[src/hdl/range_assign_range_max_tree_macros.svh]
// Assertion macros shared by the range maximum tree.
`ifndef RANGE_ASSIGN_RANGE_MAX_TREE_MACROS_SVH
`define RANGE_ASSIGN_RANGE_MAX_TREE_MACROS_SVH
`ifndef SYNTHESIS
// Same-cycle implication, checked outside reset.
`define RARMT_ASSERT_NOW(label, ante, cons) \
  label: assert property (@(posedge clk) disable iff (rst) (ante) |-> (cons)) \
    else $error("range max tree check failed");
// Next-cycle implication, checked outside reset.
`define RARMT_ASSERT_NEXT(label, ante, cons) \
  label: assert property (@(posedge clk) disable iff (rst) (ante) |=> (cons)) \
    else $error("range max tree check failed");
`else
`define RARMT_ASSERT_NOW(label, ante, cons)
`define RARMT_ASSERT_NEXT(label, ante, cons)
`endif
`endif

[src/hdl/rarmt_pkg.sv]
`default_nettype none
package rarmt_pkg;

  localparam int VAL_W      = 64;
  localparam int POS_W      = 11;
  localparam int LEAVES_DEF = 1024;

  localparam logic signed [VAL_W-1:0] MOST_NEG = {1'b1, {(VAL_W-1){1'b0}}};

  typedef enum logic [4:0] {
    OP_NONE, OP_CLEAR, OP_LOAD, OP_PUSH_RD, OP_HOLD, OP_WR_CH0, OP_WR_CH1,
    OP_WR_SELF, OP_LVL_DN, OP_WALK_INIT, OP_WALK_L, OP_WALK_R, OP_ACC,
    OP_WALK_UP, OP_UPD_INIT, OP_UPD_RD0, OP_UPD_RD1, OP_UPD_WR, OP_LVL_UP, OP_OUT
  } op_t;

  typedef struct packed {
    op_t  op;
    logic side;
  } cmd_t;

  typedef struct packed {
    logic clr_done;
    logic in_empty;
    logic query;
    logic cond_l;
    logic cond_r;
    logic walk_more;
    logic lo_odd;
    logic hi_odd;
    logic tag;
    logic lvl_one;
    logic lvl_top;
    logic out_busy;
  } sts_t;

  function automatic logic signed [VAL_W-1:0] smax(input logic signed [VAL_W-1:0] a,
                                                   input logic signed [VAL_W-1:0] b);
    return (a > b) ? a : b;
  endfunction

endpackage
`default_nettype wire

[src/hdl/rarmt_ctrl.sv]
`default_nettype none
module rarmt_ctrl (
  input  wire logic            clk,
  input  wire logic            rst,
  input  wire logic            in_valid,
  output logic                 in_stall,
  input  wire rarmt_pkg::sts_t sts,
  output rarmt_pkg::cmd_t      cmd
);
  import rarmt_pkg::*;

  typedef enum logic [4:0] {
    S_CLR, S_IDLE, S_P_RD, S_P_CHK, S_P_W1, S_P_W2, S_P_W3, S_P_ADV, S_W_INIT,
    S_W_L, S_W_LA, S_W_R, S_W_RA, S_W_UP, S_U_INIT, S_U_RD0, S_U_RD1, S_U_WR,
    S_U_ADV, S_FIN
  } state_t;

  state_t state, state_next;
  logic   side, side_next;

  assign in_stall = (state != S_IDLE);

  always_comb begin
    state_next = state;
    side_next  = side;
    cmd.op     = OP_NONE;
    cmd.side   = side;
    unique case (state)
      S_CLR: begin
        cmd.op = OP_CLEAR;
        if (sts.clr_done) state_next = S_IDLE;
      end
      S_IDLE: begin
        if (in_valid) begin
          cmd.op    = OP_LOAD;
          side_next = 1'b0;
          state_next = sts.in_empty ? S_FIN : S_P_RD;
        end
      end
      S_P_RD: begin
        if (side ? sts.cond_r : sts.cond_l) begin
          cmd.op = OP_PUSH_RD;
          state_next = S_P_CHK;
        end else begin
          state_next = S_P_ADV;
        end
      end
      S_P_CHK: begin
        cmd.op = OP_HOLD;
        state_next = sts.tag ? S_P_W1 : S_P_ADV;
      end
      S_P_W1: begin
        cmd.op = OP_WR_CH0;
        state_next = S_P_W2;
      end
      S_P_W2: begin
        cmd.op = OP_WR_CH1;
        state_next = S_P_W3;
      end
      S_P_W3: begin
        cmd.op = OP_WR_SELF;
        state_next = S_P_ADV;
      end
      S_P_ADV: begin
        if (!side) begin
          side_next = 1'b1;
          state_next = S_P_RD;
        end else begin
          side_next = 1'b0;
          if (sts.lvl_one) begin
            state_next = S_W_INIT;
          end else begin
            cmd.op = OP_LVL_DN;
            state_next = S_P_RD;
          end
        end
      end
      S_W_INIT: begin
        cmd.op = OP_WALK_INIT;
        state_next = S_W_L;
      end
      S_W_L: begin
        if (!sts.walk_more) begin
          state_next = sts.query ? S_FIN : S_U_INIT;
        end else if (sts.lo_odd) begin
          cmd.op = OP_WALK_L;
          state_next = sts.query ? S_W_LA : S_W_R;
        end else begin
          state_next = S_W_R;
        end
      end
      S_W_LA: begin
        cmd.op = OP_ACC;
        state_next = S_W_R;
      end
      S_W_R: begin
        if (sts.hi_odd) begin
          cmd.op = OP_WALK_R;
          state_next = sts.query ? S_W_RA : S_W_UP;
        end else begin
          state_next = S_W_UP;
        end
      end
      S_W_RA: begin
        cmd.op = OP_ACC;
        state_next = S_W_UP;
      end
      S_W_UP: begin
        cmd.op = OP_WALK_UP;
        state_next = S_W_L;
      end
      S_U_INIT: begin
        cmd.op = OP_UPD_INIT;
        side_next = 1'b0;
        state_next = S_U_RD0;
      end
      S_U_RD0: begin
        if (side ? sts.cond_r : sts.cond_l) begin
          cmd.op = OP_UPD_RD0;
          state_next = S_U_RD1;
        end else begin
          state_next = S_U_ADV;
        end
      end
      S_U_RD1: begin
        cmd.op = OP_UPD_RD1;
        state_next = S_U_WR;
      end
      S_U_WR: begin
        cmd.op = OP_UPD_WR;
        state_next = S_U_ADV;
      end
      S_U_ADV: begin
        if (!side) begin
          side_next = 1'b1;
          state_next = S_U_RD0;
        end else begin
          side_next = 1'b0;
          if (sts.lvl_top) begin
            state_next = S_FIN;
          end else begin
            cmd.op = OP_LVL_UP;
            state_next = S_U_RD0;
          end
        end
      end
      S_FIN: begin
        if (!sts.query) begin
          state_next = S_IDLE;
        end else if (!sts.out_busy) begin
          cmd.op = OP_OUT;
          state_next = S_IDLE;
        end
      end
      default: state_next = S_IDLE;
    endcase
  end

  always_ff @(posedge clk) begin
    if (rst) begin
      state <= S_CLR;
      side  <= 1'b0;
    end else begin
      state <= state_next;
      side  <= side_next;
    end
  end

endmodule
`default_nettype wire

[config.mk]
export PLATFORM = sky130hd
export DESIGN_NAME = rarmt_ctrl
export DESIGN_NICKNAME = d
export VERILOG_FILES = /design/src/hdl/range_assign_range_max_tree_macros.svh /design/src/hdl/rarmt_pkg.sv /design/src/hdl/rarmt_ctrl.sv
export SDC_FILE = /design/constraint.sdc
export NUM_CORES = 1
export LEC_CHECK = 0
export BUFFER_PORTS_ARGS = -buffer_cell sky130_fd_sc_hd__buf_2
export CORE_MARGIN = 10
export CORE_UTILIZATION = 34
export DETAILED_ROUTE_END_ITERATION = 10
export SYNTH_ARGS = -nofsm -noshare
export SYNTH_HDL_FRONTEND = slang
export SYNTH_SLANG_ARGS = --single-unit
[constraint.sdc]
create_clock -name clk -period 1.7 [get_ports clk]
set_input_delay 0.17 -clock clk [delete_from_list [all_inputs] [get_ports clk]]
set_output_delay 0.17 -clock clk [all_outputs]
set_load 0.005 [all_outputs]
==> impl_metrics.py, run 1 <==
metrics = {
    "outcome": {
        "outcome": "finished, violations left",
        "violations": "setup timing",
    },
    "clock_network": {
        "cts_made_buffers": 3,
        "number_of_h_tree_levels": 1,
        "clock_insertion_delay_worst_skew_ps": 240,
        "cts.path.max_buffers": 2,
        "clockRootBuffer": "sky130_fd_sc_hd__clkbuf_4",
        "clock_sinks": 6,
        "clk_slew_on_worst_s_h_paths_ps": 50,
        "tritoncts_clock_tree": "done",
    },
    "worst_hold_path": {
        "min_delay_src": "rst",
        "worst_hold_path_type": "in2reg",
    },
    "worst_setup_path": {
        "worst_ep_required_time_ps": 1530,
        "critical_path.cell_chain": "buf_6, or4_4, or2_1, buf_2",
        "critPathTopFamily": "simple AND/OR/NAND/NOR gates",
        "worst_ep_arrival_time_ps": 1620,
        "cp_slowest_cell": "sky130_fd_sc_hd__or4_4",
        "r2r-start": "state[2]$_SDFFE_PP0P_",
        "critical_path.n_buffers_inverters": 2,
        "crit_path_max_incr_delay_ps": 500,
        "path_max_fanout": 7,
        "worstSetupEndpointType": "primary output",
        "setup.worst_path.class": "reg2out",
        "worstSetupStartpoint": "state[2]$_SDFFE_PP0P_",
        "worst_setup_path_start_kind": "flip-flop",
    },
    "grt": {
        "number_of_antenna_violations_at_the_first_check_in_global_routing": 0,
        "total_grt_overflow": 0,
        "grt_start_max_net_pins": 14,
        "via_count_of_the_first_global_routing_pass": 1219,
        "wire_length_of_the_first_global_routing_pass_um": 5940,
        "gr-usage-all-layers": 0.139,
    },
    "route": {
        "m1WireLength_um": 1540,
        "routed-wl-met3_um": 343,
        "routed-wl-met2_um": 1780,
        "detail_route.vias_per_cell": 6.25,
        "post_dr_wirelength_cell_um": 18.6,
        "drt_pre_antenna_iters": 4,
        "drtIter0Drc": 110,
        "topRoutingLayerUsed": "met4",
        "wl_um": 3740,
        "dr_total_vias": 1257,
        "drt.antenna.violating_nets": 0,
        "drc_violation_count_after_routing": 0,
    },
    "timing": {
        "final_max_slew_viol_count": 0,
        "layout_worst_path_cycle_share": 1.05,
        "clock.fmax_mhz": 558,
        "unrepaired_setup_endpoints_after_global_routing": "true",
        "final.setup_skew_ps": 1.81,
        "period_needed_ps": 1790,
        "final_hold_viol_count": 0,
        "setup_slack_ps": -93.0,
        "timing.final.setup_violations": 4,
        "timing.slew.headroom": 0.794,
        "worst-slew-pin-transition_ps": 306,
    },
    "floorplanning": {
        "die_x_um": 71.9,
        "design.core.area_um2": 2520,
        "floorplan.die_area_um2": 5170,
        "die-height_um": 71.9,
        "number_of_ports_placed_on_the_die_boundary": 22,
        "floorplan.initialDensity": 0.363,
        "core.rowCount": 18,
    },
    "place": {
        "place_ws_ps": -0.426,
        "gp_congestion": 0.892,
        "port_buffers": 21,
        "detailedPlacementHpwl_um": 2620,
    },
    "logic_synthesis": {
        "synth.yosys.seq_area_share": 0.131,
        "synthesis.nets": 144,
        "edff_count_synth": 0,
        "distinct_cell_type_count_of_the_synthesized_netlist": 56,
        "syn-cell-area_um2": 916,
        "avgSynthCellArea_um2": 7.10,
        "post_synthesis_instance_total": 129,
        "ys_dominant_reg_cell": "sky130_fd_sc_hd__dfxtp_1",
        "yosys_warnings": 0,
        "ys_seq_elements": 6,
        "postSynth.asyncResetShare": 0,
    },
    "cells_and_area": {
        "fin_nets": 188,
        "fill_cell_total_of_the_finished_layout": 245,
        "layout_cell_share_with_drive_strength_beyond_1": 0.491,
        "area_growth_syn_to_layout_pct": 56.3,
        "num_antenna_cells": 0,
        "multi_input_comb_area_um2": 856,
        "post-route-util": 0.567,
        "area_used_by_sequential_logic_in_the_layout_um2": 140,
    },
    "power_and_ir_drop": {
        "vdd.ir_drop.worst_mv": 0.743,
        "total_leakage_power_nw": 0.585,
        "power_per_cell_area_nw_per_um2": 1400,
    },
    "run": {
        "cap_violations": 0,
    },
}
==> placed cells by master (no fill, tap or decap), drive strengths merged, types with 2 or more instances in the layout <==
master	instances
nor3	3
o32ai	4
or4	3
o221ai	2
inv	7
clkbuf	3
mux2i	2
dfxtp	6
buf	50
or3	2
or2	2
nand2b	9
nor2	8
nand3	2
nor2b	3
o21a	2
a21oi	10
a211oi	4
nand2	7
a311oi	2
o21ai	10
a31oi	2
and3	3
a21boi	2
==> stage by stage <==
stage          instance area (um^2)  hold slack (ps)  TNS [ps]  total power [mW]  cells
2_1_floorplan                   916              238         0              1.01    129
3_3_place_gp                   1140              448         0              1.44    186
3_5_place_dp                   1140              447    -0.426              1.46    186
4_1_cts                        1310              182      -164              1.74    194
5_1_grt                        1430              182      -705              2.14    201
6_report                       1430              190      -231              2.00    201
==> synth_stat cells, drive strengths merged, types with 4 or more instances <==
| cell type | count | area share |
|---|---|---|
| a21oi | 10 | 0.055 |
| o21ai | 10 | 0.055 |
| nand2b | 9 | 0.061 |
| nor2 | 8 | 0.036 |
| buf | 7 | 0.038 |
| inv | 7 | 0.029 |
| nand2 | 7 | 0.029 |
| dfxtp | 6 | 0.13 |
| a211oi | 4 | 0.052 |
| clkbuf | 4 | 0.016 |
| o32ai | 4 | 0.038 |
==> layer usage <==
layer  global-route usage  vias up
li1                     -      583
met1                0.169      606
met2                0.234       60
met3               0.0272        8
met4               0.0516        0
met5                    0        -
==> sequential cells by signal, indices dropped and copies added, names as in the netlist <==
name   flops
state      5
side       1
==> timing repair <==
item	in CTS	in global routing
endpoints found under the setup margin	7	8
hold buffers	0	0
gates cloned	0	0
pin swaps	5	7
buffers inserted	5	7
gates resized for setup	26	18
==> cell type report <==
| cell class | instances | area share |
|---|---|---|
| clock buffers | 3 | 0.0157 |
| inverters | 7 | 0.0184 |
| multi-input cells | 105 | 0.598 |
| flip-flops and latches | 6 | 0.0979 |
| well taps | 30 | 0.0262 |
| repair buffers | 50 | 0.244 |
==> report_power, final <==
| part | total [mW] | internal (mW) | leakage, nW | switching, mW |
|---|---|---|---|---|
| combinational | 1.56 | 0.782 | 0.519 | 0.774 |
| sequential | 0.306 | 0.201 | 0.0530 | 0.105 |
| clock | 0.136 | 0.0802 | 0.0138 | 0.0555 |
==> kinds of logic (layout without fill, tap and decap cells) <==
kind of cell	Yosys count	in the layout	synth area share
DFF	6	6	0.131
AOI/OAI and AO/OA	52	52	0.432
and+or+nand+nor	50	50	0.320
buffers and inverters	18	60	0.0833
muxes	3	3	0.0342
==> path summary, 6_finish.rpt <==
path	to	slack, ps	depth (start not counted)
max	in_stall	-90	4
min	state[0]$_SDFFE_PP0P_	190	2
min reg2reg	side$_SDFFE_PP0P_	710	3
max reg2reg	state[0]$_SDFFE_PP0P_	0	5
(Power assumes the default switching activity.)
==> run 2, diff against run 1 <==
--- a/config.mk
+++ b/config.mk
@@ -6,6 +6,7 @@
 export NUM_CORES = 1
 export LEC_CHECK = 0
 export BUFFER_PORTS_ARGS = -buffer_cell sky130_fd_sc_hd__buf_2
+export CORE_ASPECT_RATIO = 0.9
 export CORE_MARGIN = 10
 export CORE_UTILIZATION = 34
 export DETAILED_ROUTE_END_ITERATION = 10
==> impl_metrics.py, run 2 (synthesized netlist as in run 1, its figures left out) <==
metrics = {
    "cells_and_area": {
        "fin_cells": 197,
        "largest_reg_flops": 5,
        "area_growth_syn_to_layout_pct": 49.5,
        "largestRegisters": "state x5, side x1",
        "layout_cell_share_with_drive_strength_beyond_1": 0.456,
        "layout_commonest_cell": "sky130_fd_sc_hd__buf_4",
        "area_used_by_sequential_logic_in_the_layout_um2": 138,
        "largest-register": "state",
        "num_antenna_cells": 0,
        "layout_common_cells": "sky130_fd_sc_hd__buf_4 (24), sky130_fd_sc_hd__buf_2 (21), sky130_fd_sc_hd__a21oi_1 (10)",
        "multi_input_comb_area_um2": 828,
        "fin_nets": 186,
        "fill_cell_total_of_the_finished_layout": 258,
    },
    "worst_setup_path": {
        "setup.worst_path.class": "reg2out",
        "worst_ep_arrival_time_ps": 1610,
        "worst-r2r-cell-count": 4,
        "reg2reg_setup_slack_ps": 50,
        "worstSetupStartpoint": "side$_SDFFE_PP0P_",
        "worstSetupEndpointType": "primary output",
        "r2r-start": "state[1]$_SDFFE_PP0P_",
        "worstSetupEndpoint": "cmd[2]",
        "regToRegEndpoint": "state[0]$_SDFFE_PP0P_",
        "worst_setup_path_start_kind": "flip-flop",
        "worst_ep_required_time_ps": 1530,
        "path_max_fanout": 5,
    },
    "floorplanning": {
        "floorplan.initialDensity": 0.365,
        "core.rowCount": 17,
        "die_x_um": 74.7,
        "design.core.area_um2": 2510,
        "die-height_um": 69.2,
        "floorplan.die_area_um2": 5170,
        "number_of_ports_placed_on_the_die_boundary": 22,
    },
    "route": {
        "drtIter0Drc": 121,
        "drt.antenna.violating_nets": 0,
        "detail_route.vias_per_cell": 6.19,
        "wl_um": 3630,
        "dr_total_vias": 1220,
        "drt_pre_antenna_iters": 4,
        "post_dr_wirelength_cell_um": 18.4,
        "drc_violation_count_after_routing": 0,
    },
    "timing": {
        "layout_worst_path_cycle_share": 1.05,
        "timing.final.setup_violations": 5,
        "whs_ps": 167,
        "unrepaired_setup_endpoints_after_global_routing": "true",
        "worst-slew-pin-transition_ps": 340,
        "final.setup_skew_ps": 17.1,
        "setup_slack_ps": -82.1,
        "final_max_slew_viol_count": 0,
        "clock.fmax_mhz": 561,
        "timing.slew.headroom": 0.771,
        "final_hold_viol_count": 0,
        "period_needed_ps": 1780,
    },
    "place": {
        "detailedPlacementHpwl_um": 2680,
        "gp_congestion": 0.967,
        "port_buffers": 21,
        "place.detailed.instances": 187,
        "place_ws_ps": -40.2,
    },
    "clock_network": {
        "tritoncts_clock_tree": "done",
        "cts_hold_repair.buffers": 0,
        "clockRootBuffer": "sky130_fd_sc_hd__clkbuf_4",
        "number_of_h_tree_levels": 1,
        "clk_slew_on_worst_s_h_paths_ps": 60,
        "cts.path.max_buffers": 2,
        "clock_sinks": 6,
        "cts_made_buffers": 3,
        "clock_insertion_delay_worst_skew_ps": 260,
    },
    "power_and_ir_drop": {
        "power_per_cell_area_nw_per_um2": 1450,
        "total_power_mw": 1.98,
        "vdd.ir_drop.worst_mv": 0.555,
        "total_leakage_power_nw": 0.561,
    },
    "grt": {
        "gr-usage-all-layers": 0.136,
        "total_grt_overflow": 0,
        "wire_length_of_the_first_global_routing_pass_um": 5710,
        "number_of_antenna_violations_at_the_first_check_in_global_routing": 0,
        "grt_start_max_net_pins": 15,
        "via_count_of_the_first_global_routing_pass": 1187,
    },
    "worst_hold_path": {
        "whs_path_depth": 2,
        "worst_hold_path_type": "in2reg",
    },
    "outcome": {
        "outcome": "finished, violations left",
        "violations": "setup timing",
    },
    "run": {
        "cap_violations": 0,
    },
}
run 2: cell count changes in the layout (fill, tap and decap cells not counted), sizes merged:
cell / previous run / this run
buf: 50 / 48
run 2: worst max-delay path, stage by stage (launching register included):
cell	delay, ps
sky130_fd_sc_hd__dfxtp_2	340
sky130_fd_sc_hd__mux2_4	350
sky130_fd_sc_hd__a31oi_4	160
sky130_fd_sc_hd__o32ai_4	110
sky130_fd_sc_hd__a211o_1	250
sky130_fd_sc_hd__buf_2	130
run 2: area by class of cell:
class / instances / share of cell area
clock buffers: 3 / 0.0165
multi-input cells: 105 / 0.605
inverters: 7 / 0.0192
repair buffers: 48 / 0.233
flip-flops and latches: 6 / 0.101
well taps: 28 / 0.0256
run 2: worst min path at each step:
stage | end | from | slack (ps)
finish | state[2]$_SDFFE_PP0P_ | rst | 170
global route | state[2]$_SDFFE_PP0P_ | rst | 170
CTS | state[2]$_SDFFE_PP0P_ | rst | 170
detailed placement | state[0]$_SDFFE_PP0P_ | rst | 440
global placement | state[0]$_SDFFE_PP0P_ | rst | 430
floorplan | state[0]$_SDFFE_PP0P_ | rst | 240
run 2: timing repair:
action | in CTS | in global routing
setup buffers | 6 | 1
resized for setup | 27 | 5
endpoints found under the setup margin | 8 | 8
pin swaps | 5 | 2
run 2: metrics by stage:
step           utilization  setup TNS [ps]  instance area, um^2
5_1_grt              0.545            -523                 1370
3_5_place_dp         0.461           -47.1                 1160
6_report             0.545            -252                 1370
3_3_place_gp         0.461           -4.65                 1160
2_1_floorplan            -               0                  916
4_1_cts              0.531            -195                 1330
run 2: metal layers:
layer / vias up / global-route usage / wire [um]
met3: 6 / 0.0271 / 290
met1: 571 / 0.178 / 1650
met5: - / 0 / 0
met2: 61 / 0.209 / 1640
li1: 582 / - / -
met4: 0 / 0.0500 / 55
run 2: where the power goes:
group          switching [mW]  total [mW]  internal, mW
Sequential             0.0929       0.295         0.202
Combinational           0.769        1.54         0.768
Clock                  0.0683       0.149        0.0810
Total                   0.930        1.98          1.05
